### config.mk
export PLATFORM = sky130hd
export DESIGN_NAME = key_telephone_line_controller
export DESIGN_NICKNAME = d
export VERILOG_FILES = /design/src/design/ktlc_pkg.sv /design/src/design/ktlc_cfg.sv /design/src/design/ktlc_phase.sv /design/src/design/ktlc_line.sv /design/src/design/key_telephone_line_controller.sv
export SDC_FILE = /design/constraint.sdc
export NUM_CORES = 1
export LEC_CHECK = 0
export ABC_AREA = 1
export BUFFER_PORTS_ARGS = -buffer_cell sky130_fd_sc_hd__buf_2
export CORE_ASPECT_RATIO = 1.25
export CORE_MARGIN = 10
export CORE_UTILIZATION = 60
export CTS_CLUSTER_SIZE = 20
export DETAILED_ROUTE_END_ITERATION = 12
export PLACE_DENSITY = 0.81
export SYNTH_ARGS = -nofsm -noshare
export SYNTH_HDL_FRONTEND = slang
export SYNTH_SLANG_ARGS = --single-unit
### constraint.sdc
create_clock -name clk -period 4.3 [get_ports clk]
set_input_delay 0.645 -clock clk [delete_from_list [all_inputs] [get_ports clk]]
set_output_delay 0.645 -clock clk [all_outputs]
set_load 0.1 [all_outputs]
### src/design/ktlc_pkg.sv
// Package for the key telephone line controller: word types, register map, timing constants.
`default_nettype none
package ktlc_pkg;

  typedef struct packed {
    logic line1_current;
    logic line2_current;
    logic line1_a_lead;
    logic line2_a_lead;
    logic line1_ring_raw;
    logic line2_ring_raw;
  } in_word_t;

  typedef struct packed {
    logic line1_hold_relay;
    logic line2_hold_relay;
    logic line1_ring_relay;
    logic line2_ring_relay;
    logic line1_lamp;
    logic line2_lamp;
    logic ring_generator_power;
    logic status_led;
  } out_word_t;

  typedef struct packed {
    logic [9:0]  ms_per_tick;
    logic [7:0]  hold_verify_ticks;
    logic [7:0]  ring_debounce_ticks;
    logic [15:0] ring_linger_ms;
  } cfg_t;

  typedef struct packed {
    logic wink;
    logic flash;
    logic led;
  } phase_t;

  typedef struct packed {
    logic hold;
    logic ring;
    logic lamp;
    logic linger_nz;
  } line_out_t;

  typedef enum logic [1:0] {
    REG_MS_PER_TICK  = 2'd0,
    REG_HOLD_VERIFY  = 2'd1,
    REG_RING_DEBOUNCE = 2'd2,
    REG_RING_LINGER  = 2'd3
  } reg_idx_t;

  localparam logic [9:0]  MS_PER_TICK_RST  = 10'd8;
  localparam logic [7:0]  HOLD_VERIFY_RST  = 8'd6;
  localparam logic [7:0]  RING_DEBOUNCE_RST = 8'd62;
  localparam logic [15:0] RING_LINGER_RST  = 16'd6000;

  localparam logic [10:0] PHASE_WRAP   = 11'd1000;
  localparam logic [10:0] PHASE_WRAP2  = 11'd2000;
  localparam logic [9:0]  WINK_ON_A    = 10'd100;
  localparam logic [9:0]  HALF_SEC     = 10'd500;
  localparam logic [9:0]  WINK_ON_B    = 10'd600;

endpackage
`default_nettype wire

### src/design/ktlc_cfg.sv
// APB-style configuration register file.
`default_nettype none
module ktlc_cfg (
  input  wire logic        clk,
  input  wire logic        rst_n,
  input  wire logic        psel,
  input  wire logic        penable,
  input  wire logic        pwrite,
  input  wire logic [3:0]  paddr,
  input  wire logic [31:0] pwdata,
  output logic [31:0]      prdata,
  output logic             pready,
  output ktlc_pkg::cfg_t   cfg
);
  import ktlc_pkg::*;

  cfg_t     cfg_r;
  reg_idx_t idx;
  logic     wr;

  assign idx    = reg_idx_t'(paddr[3:2]);
  assign wr     = psel & penable & pwrite;
  assign pready = 1'b1;
  assign cfg    = cfg_r;

  always_ff @(posedge clk) begin
    if (!rst_n) begin
      cfg_r.ms_per_tick         <= MS_PER_TICK_RST;
      cfg_r.hold_verify_ticks   <= HOLD_VERIFY_RST;
      cfg_r.ring_debounce_ticks <= RING_DEBOUNCE_RST;
      cfg_r.ring_linger_ms      <= RING_LINGER_RST;
    end else if (wr) begin
      unique case (idx)
        REG_MS_PER_TICK:   cfg_r.ms_per_tick         <= pwdata[9:0];
        REG_HOLD_VERIFY:   cfg_r.hold_verify_ticks   <= pwdata[7:0];
        REG_RING_DEBOUNCE: cfg_r.ring_debounce_ticks <= pwdata[7:0];
        REG_RING_LINGER:   cfg_r.ring_linger_ms      <= pwdata[15:0];
        default: ;
      endcase
    end
  end

  always_comb begin
    unique case (idx)
      REG_MS_PER_TICK:   prdata = {22'd0, cfg_r.ms_per_tick};
      REG_HOLD_VERIFY:   prdata = {24'd0, cfg_r.hold_verify_ticks};
      REG_RING_DEBOUNCE: prdata = {24'd0, cfg_r.ring_debounce_ticks};
      REG_RING_LINGER:   prdata = {16'd0, cfg_r.ring_linger_ms};
      default:           prdata = 32'd0;
    endcase
  end

endmodule
`default_nettype wire

### src/design/ktlc_phase.sv
// Millisecond phase counter with hold wink, ring flash and heartbeat decode.
`default_nettype none
module ktlc_phase (
  input  wire logic       clk,
  input  wire logic       rst_n,
  input  wire logic       en,
  input  wire logic [9:0] ms_per_tick,
  output ktlc_pkg::phase_t ph
);
  import ktlc_pkg::*;

  logic [9:0]  phase_r, phase_nxt;
  logic [10:0] sum;

  assign sum = {1'b0, phase_r} + {1'b0, ms_per_tick};

  always_comb begin
    priority if (sum >= PHASE_WRAP2) phase_nxt = 10'(sum - PHASE_WRAP2);
    else if (sum >= PHASE_WRAP)      phase_nxt = 10'(sum - PHASE_WRAP);
    else                             phase_nxt = sum[9:0];
  end

  // phase_nxt stays below 1000, so the upper wink window has no top check
  assign ph.led   = phase_nxt >= HALF_SEC;
  assign ph.flash = phase_nxt >= HALF_SEC;
  assign ph.wink  = (phase_nxt >= WINK_ON_A && phase_nxt <= HALF_SEC) ||
                    (phase_nxt >= WINK_ON_B);

  always_ff @(posedge clk) begin
    if (!rst_n) begin
      phase_r <= '0;
    end else if (en) begin
      phase_r <= phase_nxt;
    end
  end

endmodule
`default_nettype wire

### src/design/ktlc_line.sv
// One line: ring debounce, ring linger, hold verify and line state.
`default_nettype none
module ktlc_line (
  input  wire logic         clk,
  input  wire logic         rst_n,
  input  wire logic         en,
  input  wire logic         cur,
  input  wire logic         alead,
  input  wire logic         raw,
  input  wire ktlc_pkg::cfg_t    cfg,
  input  wire ktlc_pkg::phase_t  ph,
  output ktlc_pkg::line_out_t lo
);
  import ktlc_pkg::*;

  logic        held_r, held_nxt;
  logic [7:0]  verify_r, verify_nxt;
  logic [7:0]  db_r, db_nxt;
  logic [15:0] linger_r, linger_nxt;
  logic [15:0] linger_dec, linger_load;
  logic [15:0] ms_ext;
  logic [7:0]  verify_dec;
  logic        ringing;

  assign ms_ext     = {6'd0, cfg.ms_per_tick};
  assign db_nxt     = raw ? cfg.ring_debounce_ticks : ((db_r != 8'd0) ? db_r - 8'd1 : 8'd0);
  assign ringing    = db_nxt != 8'd0;
  assign linger_dec = (linger_r > ms_ext) ? linger_r - ms_ext : 16'd0;
  assign linger_load = ringing ? cfg.ring_linger_ms : linger_dec;
  assign verify_dec = verify_r - 8'd1;

  always_comb begin
    held_nxt   = 1'b0;
    verify_nxt = 8'd0;
    linger_nxt = 16'd0;
    lo.hold    = 1'b0;
    lo.ring    = 1'b0;
    lo.lamp    = 1'b0;
    if (cur) begin
      if (held_r) begin
        lo.hold = ~alead;
        lo.lamp = alead | ph.wink;
      end else if (alead) begin
        lo.lamp = 1'b1;
      end else if (verify_r == 8'd0) begin
        verify_nxt = cfg.hold_verify_ticks;
        lo.lamp    = 1'b1;
      end else begin
        verify_nxt = verify_dec;
        lo.hold    = verify_dec == 8'd0;
        lo.lamp    = (verify_dec != 8'd0) | ph.wink;
      end
    end else if (linger_load != 16'd0) begin
      linger_nxt = linger_load;
      lo.ring    = ringing;
      lo.lamp    = ph.flash;
    end
    held_nxt     = lo.hold;
    lo.linger_nz = linger_nxt != 16'd0;
  end

  always_ff @(posedge clk) begin
    if (!rst_n) begin
      held_r   <= 1'b0;
      verify_r <= '0;
      db_r     <= '0;
      linger_r <= '0;
    end else if (en) begin
      held_r   <= held_nxt;
      verify_r <= verify_nxt;
      db_r     <= db_nxt;
      linger_r <= linger_nxt;
    end
  end

  a_hold_ring_excl: assert property (@(posedge clk) disable iff (!rst_n)
    !(lo.hold && lo.ring)) else $error("hold and ring relay both driven");
  a_held_no_verify: assert property (@(posedge clk) disable iff (!rst_n)
    held_r |-> verify_r == 8'd0) else $error("verify count running while held");
  a_cur_clears_linger: assert property (@(posedge clk) disable iff (!rst_n)
    en && cur |=> linger_r == 16'd0) else $error("linger left after line current");
  a_idle_dark: assert property (@(posedge clk) disable iff (!rst_n)
    !cur && !lo.linger_nz |-> !lo.lamp && !lo.ring) else $error("idle line lit");

endmodule
`default_nettype wire

### src/design/key_telephone_line_controller.sv
// Top level of the two-line key telephone line controller.
//
// channel | ports                                  | word
// input   | in_valid, in_stall, in_data            | one loop tick of sense bits
// output  | out_valid, out_stall, out_data         | relay, lamp and LED drives
// config  | psel, penable, pwrite, paddr, pwdata,  | four registers at 4*i
//         | prdata, pready                         |
//
// One tick per cycle while the output is not stalled: the result word is registered
// and valid in the cycle after acceptance. Line state, phase and timers all update in the accepting cycle.
// Synchronous active-low reset clears state and loads register defaults.
// A tick is taken while the output register is empty or being drained; a
// stalled result holds and blocks only further input.
`default_nettype none
module key_telephone_line_controller (
  input  wire logic                 clk,
  input  wire logic                 rst_n,
  input  wire logic                 in_valid,
  output logic                      in_stall,
  input  wire ktlc_pkg::in_word_t   in_data,
  output logic                      out_valid,
  input  wire logic                 out_stall,
  output ktlc_pkg::out_word_t       out_data,
  input  wire logic                 psel,
  input  wire logic                 penable,
  input  wire logic                 pwrite,
  input  wire logic [3:0]           paddr,
  input  wire logic [31:0]          pwdata,
  output logic [31:0]               prdata,
  output logic                      pready
);
  import ktlc_pkg::*;

  cfg_t      cfg;
  phase_t    ph;
  line_out_t l1, l2;
  logic      acc;
  logic      out_valid_r, out_valid_nxt;
  out_word_t out_data_r, out_data_nxt;

  assign in_stall = out_valid_r & out_stall;
  assign acc      = in_valid & ~in_stall;

  ktlc_cfg u_cfg (
    .clk, .rst_n, .psel, .penable, .pwrite, .paddr, .pwdata, .prdata, .pready, .cfg
  );

  ktlc_phase u_phase (
    .clk, .rst_n, .en(acc), .ms_per_tick(cfg.ms_per_tick), .ph
  );

  ktlc_line u_line1 (
    .clk, .rst_n, .en(acc), .cur(in_data.line1_current), .alead(in_data.line1_a_lead),
    .raw(in_data.line1_ring_raw), .cfg, .ph, .lo(l1)
  );

  ktlc_line u_line2 (
    .clk, .rst_n, .en(acc), .cur(in_data.line2_current), .alead(in_data.line2_a_lead),
    .raw(in_data.line2_ring_raw), .cfg, .ph, .lo(l2)
  );

  always_comb begin
    out_data_nxt.line1_hold_relay     = l1.hold;
    out_data_nxt.line2_hold_relay     = l2.hold;
    out_data_nxt.line1_ring_relay     = l1.ring;
    out_data_nxt.line2_ring_relay     = l2.ring;
    out_data_nxt.line1_lamp           = l1.lamp;
    out_data_nxt.line2_lamp           = l2.lamp;
    out_data_nxt.ring_generator_power = l1.linger_nz | l2.linger_nz;
    out_data_nxt.status_led           = ph.led;
  end

  assign out_valid_nxt = acc | (out_valid_r & out_stall);

  always_ff @(posedge clk) begin
    if (!rst_n) begin
      out_valid_r <= 1'b0;
    end else begin
      out_valid_r <= out_valid_nxt;
    end
  end

  always_ff @(posedge clk) begin
    if (acc) begin
      out_data_r <= out_data_nxt;
    end
  end

  assign out_valid = out_valid_r;
  assign out_data  = out_data_r;

  a_stall_needs_word: assert property (@(posedge clk) disable iff (!rst_n)
    in_stall |-> out_valid_r) else $error("input stalled with empty output register");
  a_accept_fills: assert property (@(posedge clk) disable iff (!rst_n)
    acc |=> out_valid_r) else $error("accepted tick produced no word");
  a_reset_empty: assert property (@(posedge clk)
    !rst_n |=> !out_valid_r) else $error("output valid after reset");

endmodule
`default_nettype wire
* Word level (Yosys, flattened, before mapping)
Index checks and enable logic that the tools add are counted.
** Operators by class
- Bitwise logic cells :: 15
- Equality and inequality tests :: 3
- $lt $le $gt $ge :: 8
- Multiplexer cells :: 41
- Reductions and logical operators :: 23
- Add/sub/neg operators :: 9
** Operators by type and width (number)
- $mux 16 :: 8
- $pmux 32 s4 :: 1
- $mux 8 :: 12
- $reduce_bool 16->1 :: 4
- $reduce_bool 8->1 :: 6
- $gt 16x10->1 :: 2
- $logic_not 8->1 :: 4
- $sub 16x10->16 :: 2
- $sub 8x1->8 const B :: 4
- $mux 10 :: 2
- $sub 10x10->10 const B :: 2
- $mux 1 :: 18
- $add 10x10->11 :: 1
- $ge 11x10->1 const B :: 1
- $ge 11x11->1 const B :: 1
- $ge 10x10->1 const B :: 1
- $ge 10x7->1 const B :: 1
- $ge 10x9->1 const B :: 1
- $le 10x9->1 const B :: 1
- $reduce_and 2->1 :: 4
- $or 1x1->1 :: 6
- $not 1->1 :: 5
- $and 1x1->1 :: 4
- $eq 2x2->1 const B :: 2
- 5 further kinds :: 6
** Word-level totals
- Bits in registers :: 127
- Logic and storage cells :: 121

* Longest topological paths before layout
Gate-level depths: netlist of run 1.
- Depth in word-level cells :: 12
- Mapped depth :: 26
- Mapped depth without buffers :: 26

* Hierarchy
A second synthesis of run 1 with hierarchy kept.
** Unflattened totals
- Cell total of the unflattened synthesis :: 1697
- Area total of the unflattened synthesis :: 10324.9 um^2
** Modules (own cells, without submodules)
- ktlc_line :: sequential area each 660.6 um^2, cells each 542, instances 2, area an instance 3135.5 um^2
- ktlc_cfg :: sequential area each 840.8 um^2, cells each 317, instances 1, area an instance 2117.0 um^2
- ktlc_phase :: sequential area each 200.2 um^2, cells each 280, instances 1, area an instance 1637.8 um^2
- key_telephone_line_controller :: sequential area each 260.2 um^2, cells each 16, instances 1, area an instance 299.0 um^2

* Worst setup path before layout of run 1
No wires, ideal clock.
- Kind :: input -> output
- From :: in paddr[3]
- To :: out prdata[1]
- Required time :: 3655 ps
- Arrival time :: 2997 ps
- Stages :: 3
- Setup slack :: 658 ps
- Cells stage by stage :: nor2_1 > inv_1 > o21ai_0
** Between the ends
- Cells in the longest elaborated chain, start to end :: 2
** RTL lines
- start: declaration :: line key_telephone_line_controller.sv:27 : input wire logic [3:0] paddr,
- $eq 2x2->1 (tied with other cells) :: line ktlc_cfg.sv:44 : unique case (idx)
- $pmux 32 s4 * :: line ktlc_cfg.sv:44
- end: declaration :: line key_telephone_line_controller.sv:29 : output logic [31:0] prdata,
Mark *: on every way between the ends. The rest lies on a longest branch, timed or not. The select of a mux whose other input is x is not followed.

==> results_dict.tcl, run 1 <==
set metrics [dict create \
    crit-reg2reg-launch "u_cfg.cfg[32]" \
    worstHoldStart "pwdata[10]" \
    fraction_of_the_yosys_area_taken_by_sequential_cells 0.302 \
    worst-r2r-cell-count 25 \
    fillCellCount 1263 \
    netlist_instances 1300 \
    nets 1437 \
    top_level_ports 92 \
    effective_utilization_at_floorplan 0.609 \
    design.die.area_mm2 0.0197 \
    regToRegEndpoint "out_data[2]" \
    layout_commonest_cell "sky130_fd_sc_hd__nand2_1" \
    synthesis.area_per_instance_um2 6.69 \
    drt_pre_antenna_iters 5 \
    grt_pass1_wl_um 39500 \
    regArea_mm2 0.00262 \
    report.final.hold_viol_count 0 \
    gp_congestion 0.912 \
    tns_ps 0 \
    drv_cap 0 \
    drc 0 \
    vias_per_cell 5.60 \
    die_w_um 128 \
    dominant_cell_type_by_area_after_synthesis "sky130_fd_sc_hd__dfxtp_1" \
    timing.slew.headroom 0.447 \
    cts_buffer_depth 2 \
    synth_area_leaders "sky130_fd_sc_hd__dfxtp_1 27%, sky130_fd_sc_hd__nand2_1 12%, sky130_fd_sc_hd__o21ai_0 7.4%" \
    cts_tree "done" \
    port_buffers 56 \
    final_min_period_over_clock_period 0.858 \
    grt_setup_unrepaired "no" \
    root_buffer "sky130_fd_sc_hd__clkbuf_16" \
    leakage_nw 4.67 \
    grt_usage 0.242 \
    numCtsBuffers 17 \
    run_status "complete, no violations" \
    cpPeakStageDelay_ps 450 \
    p_per_area_mw_per_mm2 391 \
    worst_hold_margin_ps 438 \
    worstSetupEndpointType "flop" \
    clock_period_minus_worst_slack_ps 3690 \
    critical_path_class "flop to flop" \
    routedWlPerCell_um 15.8 \
    peakVddDrop_v 0.000403 \
    worst-endpoint-required_ps 4470 \
    antenna_left 0 \
    worstHoldEndpoint "u_cfg.cfg[10]" \
    synth.cell_area_mm2 0.00870 \
    p_total_mw 3.77 \
    post_route_cells_drive_above_1_share 0.107 \
    clk_pin_slew_worst_paths_ps 70 \
    wirelength_um 24200 \
    synth_top_area_share 0.274 \
    htree_levels 4 \
    max_freq_ghz 0.271 \
    first_global_vias 8144 \
    most-common-layout-cells "284 x sky130_fd_sc_hd__nand2_1, 149 x sky130_fd_sc_hd__inv_1, 134 x sky130_fd_sc_hd__nor2_1" \
    cts_resized 0 \
    finalSetupViolations 0 \
    area_growth_syn_to_layout_pct 10.9 \
    drt_iter0_markers 600 \
    maximum_number_of_pins_on_one_net_before_global_route_repair 87 \
    post_route_skew_ps 11.3 \
    cts_hold_repair_buffers 0 \
    worstSkewPairLatency_ps 430 \
    multiInputGateArea_mm2 0.00523 \
    slowest_stage "sky130_fd_sc_hd__fa_1" \
    count_of_final_max_slew_check_failures 0 \
    fp.dieH_um 155 \
    flops_latches_synth 127 \
    hp-class "primary input to flop" \
    startpoint_kind_of_the_worst_setup_timing_path "flop" \
    synthDistinctLibCells 56 \
    timing.critical_path.fanout_max 6 \
    place.detailed.hpwl_um 17800 \
    hold_depth 3 \
    grt_antenna_before_repair 0 \
    antenna_cells 0 \
    worst_path_most_repeated_cell "sky130_fd_sc_hd__nand2_1" \
    floorplan.rows 49 \
    grt_overflow_total 0 \
    ff2ff_setup_slack_ps 610 \
    arrival_ps 3860 \
    worst_pin_slew_ps 829 \
    post_cts_buffers 0 \
    routed-via-count 8586 \
    fp.coreArea_mm2 0.0143 \
    numClockSinks 127 \
    yosysWarningCount 0 \
]
==> state kept, by name, indices dropped and copies added (netlist names) <==
register,cells
u_line1.held_r,1
out_valid,1
u_line1.db_r,8
u_line2.db_r,8
u_line2.verify_r,8
u_phase.phase_r,10
out_data,8
u_line2.linger_r,16
u_cfg.cfg,42
u_line2.held_r,1
u_line1.verify_r,8
u_line1.linger_r,16
==> cells by family after synthesis <==
family | after synthesis | share of synthesized area
buffers and inverters | 217 | 0.104
adder cells (fa/ha/maj) | 47 | 0.0702
XOR/XNOR | 51 | 0.0522
other | 2 | 0.000864
AO/OA/AOI/OAI | 316 | 0.202
flip-flops | 127 | 0.302
AND/OR/NAND/NOR | 540 | 0.269
==> metal layers <==
layer  part of all wire  global-route usage  routed length (um)  vias to the layer above
li1                   -                   -                   -                     4337
met1               0.42               0.291               10100                     3879
met2               0.47               0.395               11500                      297
met3              0.062              0.0469                1500                       73
met4              0.047               0.137                1140                        0
met5                  0                   0                   0                        -
==> through the flow <==
step | area [um^2] | setup slack [ps] | util | cells
after CTS | 9640 | 594 | 0.675 | 1532
after floorplan | 8750 | 658 | - | 1315
after global routing | 9640 | 230 | 0.675 | 1532
after global placement | 9020 | 649 | 0.631 | 1500
final | 9640 | 611 | 0.675 | 1532
after detailed placement | 9020 | 628 | 0.631 | 1500
==> final cells by class <==
cell class,instances,share of cell area
Tap cell,178,0.0231
Clock inverter,15,0.0205
Clock buffer,17,0.0441
Sequential cell,127,0.272
Multi-Input combinational cell,971,0.543
Timing Repair Buffer,64,0.0353
Inverter,160,0.0623
==> worst max-delay path by stage <==
stage	startpoint	to	cells after the start
2_1_floorplan	paddr[3]	prdata[1]	3
3_3_place_gp	u_cfg.cfg[32]	out_data[2]	25
3_5_place_dp	u_cfg.cfg[32]	out_data[2]	25
4_1_cts	u_cfg.cfg[32]	out_data[2]	25
5_1_grt	u_cfg.cfg[32]	out_data[2]	26
6_report	u_cfg.cfg[32]	out_data[2]	25
==> where the power goes <==
part           total, mW  internal [mW]  switching [mW]
Combinational      0.929          0.266           0.663
Clock               1.54          0.933           0.606
Sequential          1.30           1.25          0.0474
==> worst max-delay path, delay by kind of cell (launching register included) <==
kind,cells,cell delay (ps)
fa+ha+maj,3,900
flops,1,390
compound gates,1,140
simple gates,17,1560
xor+xnor,1,170
buf+inv,3,260
==> synth_stat cells, drive strengths merged <==
| library cell | instances |
|---|---|
| fa | 3 |
| xor2 | 39 |
| ha | 44 |
| clkbuf | 31 |
| nor4 | 6 |
| a221oi | 2 |
| dfxtp | 119 |
| nor3 | 11 |
| buf | 26 |
| a31oi | 4 |
| o41ai | 1 |
| xnor2 | 12 |
| o21ai | 144 |
| a21oi | 113 |
| nor3b | 2 |
| inv | 157 |
| o21bai | 2 |
| o2111ai | 1 |
| nand3b | 3 |
| a22o | 2 |
| conb | 2 |
| nand3 | 63 |
| or2 | 4 |
| nand2 | 300 |
| o22ai | 9 |
| and2 | 2 |
| a21o | 3 |
| nor2b | 1 |
| clkinv | 3 |
| o31ai | 2 |
| nor2 | 142 |
| o311ai | 1 |
| and3 | 1 |
| nand4 | 5 |
| o211ai | 27 |
| edfxtp | 8 |
| a211oi | 5 |
No activity file was read; power rests on OpenSTA's default activity.
==> inputs of run 2 (changes only) <==
CORE_UTILIZATION = 62   (was 60)
PLACE_DENSITY = 0.83   (was 0.81)
clock period = 4.35 ns   (was 4.3 ns; I/O delays follow)
==> run 2 against run 1 <==
  * Count of clock-buffer cells in the layout increased by 3
  * Hold slack got worse by 2.5 ps
  * Largest power group unchanged
  * Critical path depth decreased by 1
  * Sequential cell count unchanged
  * Core utilization increased by 2.6 points
  * Fmax decreased by 5.2%
==> results_dict.tcl, run 2 (same netlist as run 1, synthesis figures left out) <==
set metrics [dict create \
    switching_power_mw 1.27 \
    grt_usage 0.248 \
    cts_buffer_depth 2 \
    first_global_vias 8177 \
    run_status "complete, no violations" \
    power.sequential.fraction 0.336 \
    grt_setup_unrepaired "no" \
    maximum_number_of_pins_on_one_net_before_global_route_repair 87 \
    vias_per_cell 5.71 \
    timing.critical_path.fanout_max 6 \
    area_growth_syn_to_layout_pct 11.3 \
    die_w_um 126 \
    drt_iter0_markers 790 \
    grt_overflow_total 0 \
    root_buffer "sky130_fd_sc_hd__clkbuf_16" \
    place.detailed.hpwl_um 17700 \
    timing.slew.headroom 0.445 \
    max_freq_ghz 0.257 \
    design.die.area_mm2 0.0192 \
    placedCellCount 1497 \
    hp-class "primary input to flop" \
    numCtsBuffers 17 \
    cts_resized 0 \
    gp_congestion 0.971 \
    numClockSinks 127 \
    worst-r2r-cell-count 24 \
    post_cts_buffers 0 \
    swShare 0.332 \
    fp.dieH_um 152 \
    pwr-share-clk 0.421 \
    tns_ps 0 \
    worstSetupEndpointType "flop" \
    fp.coreArea_mm2 0.0138 \
    power.internal_mw 2.55 \
    routedWlPerCell_um 16.1 \
    largest_register_ff_count 42 \
    worst-endpoint-required_ps 4530 \
    worstSkewPairLatency_ps 430 \
    peakVddDrop_v 0.000280 \
    post_route_skew_ps 8.56 \
    startpoint_kind_of_the_worst_setup_timing_path "flop" \
    routed-via-count 8738 \
    grt_antenna_before_repair 2 \
    arrival_ps 4070 \
    ff2ff_setup_slack_ps 460 \
    report.final.hold_viol_count 0 \
    clock_period_minus_worst_slack_ps 3890 \
    top_level_ports 92 \
    worst_hold_margin_ps 436 \
    clk_pin_slew_worst_paths_ps 60 \
    drv_cap 0 \
    critical_path_class "flop to flop" \
    wirelength_um 24600 \
    most-common-layout-cells "284 x sky130_fd_sc_hd__nand2_1, 149 x sky130_fd_sc_hd__inv_1, 134 x sky130_fd_sc_hd__nor2_1" \
    effective_utilization_at_floorplan 0.630 \
    worst_case_setup_margin_in_the_final_layout_ps 459 \
    layout_commonest_cell "sky130_fd_sc_hd__nand2_1" \
    count_of_final_max_slew_check_failures 0 \
    drc 0 \
    power_frac_comb 0.242 \
    p_per_area_mw_per_mm2 395 \
    post_route_cells_drive_above_1_share 0.106 \
    p_total_mw 3.82 \
    hold_depth 3 \
    final_min_period_over_clock_period 0.894 \
    nets 1437 \
    port_buffers 56 \
    floorplan.rows 48 \
    stdcell_count 1531 \
    finalSetupViolations 0 \
    cts_tree "done" \
    place_ws_ps 583 \
    antenna_left 0 \
    worst_pin_slew_ps 832 \
    leakage_nw 4.68 \
    cts_hold_repair_buffers 0 \
    grt_pass1_wl_um 39800 \
    drt_pre_antenna_iters 8 \
    htree_levels 4 \
]
==> run 2: area by class of cell <==
class                      count  area, um^2
inverter                     160         601
timing repair buffer          64         340
clock inverter                12         206
tap                          175         219
antenna                        2        5.00
sequential                   127        2620
clock buffer                  20         457
multi-input combinational    971        5230
fill                        1160        4130
==> run 2: worst paths after layout <==
path,start,to
max,u_cfg.cfg[32],out_data[3]
min,pwdata[12],u_cfg.cfg[12]
max reg2reg,u_cfg.cfg[32],out_data[3]
min reg2reg,u_line2.verify_r[1],u_line2.verify_r[1]
==> run 2: metrics by stage <==
stage	util	instance area [um^2]
after floorplan	-	8750
after global placement	0.653	9010
after detailed placement	0.653	9010
after CTS	0.701	9680
after global routing	0.701	9680
final	0.701	9680
==> run 2: power groups by stage <==
stage          logic (mW)  clock network [mW]  registers (mW)
3_3_place_gp        0.884                   0            1.31
6_report            0.926                1.61            1.29
5_1_grt              1.02                1.67            1.29
3_5_place_dp        0.901                   0            1.31
2_1_floorplan       0.708                   0            1.33
4_1_cts             0.913                1.61            1.28
==> run 2: routing by layer <==
metal | part of all wire | GRT usage | up-vias | wire, um
li1 | - | - | 4315 | -
met1 | 0.41 | 0.295 | 3977 | 10100
met2 | 0.48 | 0.407 | 367 | 11800
met3 | 0.074 | 0.0616 | 79 | 1820
met4 | 0.040 | 0.121 | 0 | 978
met5 | 0 | 0 | - | 0
==> run 2: critical path: stages (launching register included) <==
cell	delay (ps)
sky130_fd_sc_hd__dfxtp_1	390
sky130_fd_sc_hd__ha_1	280
sky130_fd_sc_hd__fa_1	470
sky130_fd_sc_hd__nand2_1	100
sky130_fd_sc_hd__nand2_1	110
sky130_fd_sc_hd__and2_1	190
sky130_fd_sc_hd__xor2_2	260
sky130_fd_sc_hd__inv_1	190
sky130_fd_sc_hd__ha_1	260
sky130_fd_sc_hd__o21ai_0	80
sky130_fd_sc_hd__inv_1	50
sky130_fd_sc_hd__nor2_1	130
sky130_fd_sc_hd__nand2_2	100
sky130_fd_sc_hd__nand2_2	120
sky130_fd_sc_hd__nand3_1	100
sky130_fd_sc_hd__nand2_1	150
sky130_fd_sc_hd__nor2_2	60
sky130_fd_sc_hd__nor2_2	90
sky130_fd_sc_hd__nand3_1	90
sky130_fd_sc_hd__nand2_2	100
sky130_fd_sc_hd__nand2_1	50
sky130_fd_sc_hd__nand2_1	80
sky130_fd_sc_hd__nand3_1	70
sky130_fd_sc_hd__nand2_1	70
sky130_fd_sc_hd__nand2_1	50
==> inputs of run 3 (changes only) <==
CORE_UTILIZATION = 60   (was 62)
PLACE_DENSITY = 0.81   (was 0.83)
clock period = 4.1 ns   (was 4.35 ns; I/O delays follow)
==> run 3 against run 2 <==
  * Routed wire length fell by 2.8%
  * Combinational power grew 4.9%
  * Core utilization down 3.1 points
  * First-iteration DRC count is 15% lower
  * Sequential cell count stayed put
  * Hold slack got worse by 33 ps
  * Clock power shrank 12%
  * Cell area fell by 1.2%
  * Worst setup slack got worse by 100 ps
  * Largest power group unchanged
  * Critical endpoint is now out_data[2]
  * Sequential share of layout area grew 0.32 points
==> results_dict.tcl, run 3 (same netlist as run 1, synthesis figures left out) <==
set metrics [dict create \
    grt_usage 0.239 \
    timing.critical_path.fanout_max 6 \
    grt_overflow_total 0 \
    worst_pin_slew_ps 1160 \
    ff2ff_setup_slack_ps 360 \
    worstHoldEndpoint "u_cfg.cfg[10]" \
    nets 1437 \
    place.detailed.hpwl_um 17500 \
    regArea_mm2 0.00262 \
    slowest_stage "sky130_fd_sc_hd__fa_1" \
    numClockSinks 127 \
    leakage_nw 4.63 \
    maximum_number_of_pins_on_one_net_before_global_route_repair 87 \
    vias_per_cell 5.54 \
    hold_depth 3 \
    regToRegEndpoint "out_data[2]" \
    die_w_um 128 \
    worst-path-buf-inv 2 \
    p_total_mw 3.75 \
    largest_register_ff_count 42 \
    layout_commonest_cell "sky130_fd_sc_hd__nand2_1" \
    grt_antenna_before_repair 0 \
    cts_buffer_depth 2 \
    antenna_cells 0 \
    fp.dieH_um 155 \
    cts_resized 0 \
    area_growth_syn_to_layout_pct 10.0 \
    post_route_skew_ps 13.5 \
    detailed_place.area_mm2 0.00902 \
    numCtsBuffers 17 \
    top_level_ports 92 \
    clock_period_minus_worst_slack_ps 3740 \
    fp.coreArea_mm2 0.0143 \
    worstSkewPairLatency_ps 440 \
    report.final.hold_viol_count 0 \
    drt_iter0_markers 675 \
    drv_cap 0 \
    finish.utilization 0.670 \
    startpoint_kind_of_the_worst_setup_timing_path "flop" \
    timing.slew.headroom 0.229 \
    count_of_final_max_slew_check_failures 0 \
    p_per_area_mw_per_mm2 392 \
    tns_ps 0 \
    worst-endpoint-required_ps 4290 \
    drc 0 \
    finalSetupViolations 0 \
    htree_levels 4 \
    design_area_mm2 0.00957 \
    run_status "complete, no violations" \
    final_min_period_over_clock_period 0.913 \
    grt_pass1_wl_um 38500 \
    hp-class "primary input to flop" \
    floorplan.rows 49 \
    clk_pin_slew_worst_paths_ps 70 \
    crit-reg2reg-launch "u_cfg.cfg[32]" \
    effective_utilization_at_floorplan 0.609 \
    critical-path-top-delay-family "simple AND/OR/NAND/NOR gates" \
    fillCellCount 1284 \
    worst-r2r-cell-count 24 \
    worst_path_most_repeated_cell "sky130_fd_sc_hd__nand2_1" \
    max_freq_ghz 0.267 \
    wirelength_um 23900 \
    post_route_cells_drive_above_1_share 0.106 \
    worstHoldStart "pwdata[10]" \
    critical_path_class "flop to flop" \
    cts_hold_repair_buffers 0 \
    multiInputGateArea_mm2 0.00523 \
    peakVddDrop_v 0.000305 \
    cpPeakStageDelay_ps 440 \
    routed-via-count 8490 \
    first_global_vias 7885 \
    antenna_left 0 \
    root_buffer "sky130_fd_sc_hd__clkbuf_16" \
    routedWlPerCell_um 15.6 \
    grt_setup_unrepaired "no" \
    cp_cell_sequence "ha_1 > fa_1 > nand2_1 > nand2_1 > and2_1 > xor2_2 > inv_1 > ha_1 > o21ai_0 > inv_1 > nor2_1 > nand2_2 > nand2_2 > nand3_1 > nand2_1 > nor2_2 > nor2_2 > nand3_1 > nand2_2 > nand2_1 > nand2_1 > nand3_1 > nand2_1 > nand2_1" \
    worstSetupEndpointType "flop" \
    most-common-layout-cells "284 x sky130_fd_sc_hd__nand2_1, 149 x sky130_fd_sc_hd__inv_1, 134 x sky130_fd_sc_hd__nor2_1" \
    arrival_ps 3930 \
    cts_tree "done" \
    gp_congestion 0.921 \
    post_cts_buffers 0 \
    drt_pre_antenna_iters 5 \
    design.die.area_mm2 0.0197 \
    port_buffers 56 \
]
[run 3: cell count changes in the layout (fill, tap and decap cells not counted), moves of 2 or more]
| cell | delta |
|---|---|
| sky130_fd_sc_hd__bufinv_16 | -5 |
| sky130_fd_sc_hd__clkinv_4 | +2 |
| sky130_fd_sc_hd__clkinvlp_4 | +2 |
| sky130_fd_sc_hd__diode_2 | -2 |
[run 3: report_power, final]
part           internal, mW  switching (mW)
registers              1.31          0.0481
logic                 0.279           0.692
clock network         0.799           0.619
total                  2.39            1.36
[run 3: worst max path at each step]
stage / endpoint / slack (ps) / startpoint / depth (start not counted)
after floorplan: prdata[1] / 520 / paddr[3] / 3
after global placement: out_data[2] / 470 / u_cfg.cfg[32] / 25
after detailed placement: out_data[3] / 430 / u_cfg.cfg[32] / 25
after CTS: out_data[3] / 400 / u_cfg.cfg[32] / 25
after global routing: out_data[2] / 4 / u_cfg.cfg[32] / 25
final: out_data[2] / 360 / u_cfg.cfg[32] / 24
[run 3: layer usage]
metal  global-route usage  routed length (um)  up-vias  share of wire
met5                    0                   0        -              0
met4                0.118                 840        0          0.035
met3               0.0492                1580       68          0.066
met2                0.395               11400      310           0.48
met1                0.287               10100     3779           0.42
li1                     -                   -     4333              -
[run 3: final cells by class]
| class | count | area share |
|---|---|---|
| Timing Repair Buffer | 64 | 0.0356 |
| Clock buffer | 19 | 0.0463 |
| Tap cell | 178 | 0.0233 |
| Inverter | 160 | 0.0628 |
| Multi-Input combinational cell | 971 | 0.547 |
| Sequential cell | 127 | 0.274 |
| Clock inverter | 13 | 0.0114 |
[run 3: stage by stage]
step                      worst slack, ps  hold slack, ps  cells
after floorplan                       518             454   1315
after global routing                 4.14             410   1532
after detailed placement              433             482   1500
after CTS                             405             400   1532
after global placement                474             470   1500
final                                 358             402   1532
[run 3: tightest hold or removal path, stage by stage]
cell and delay, ps:
sky130_fd_sc_hd__buf_2 70, sky130_fd_sc_hd__nand2_1 40, sky130_fd_sc_hd__o211ai_1 70
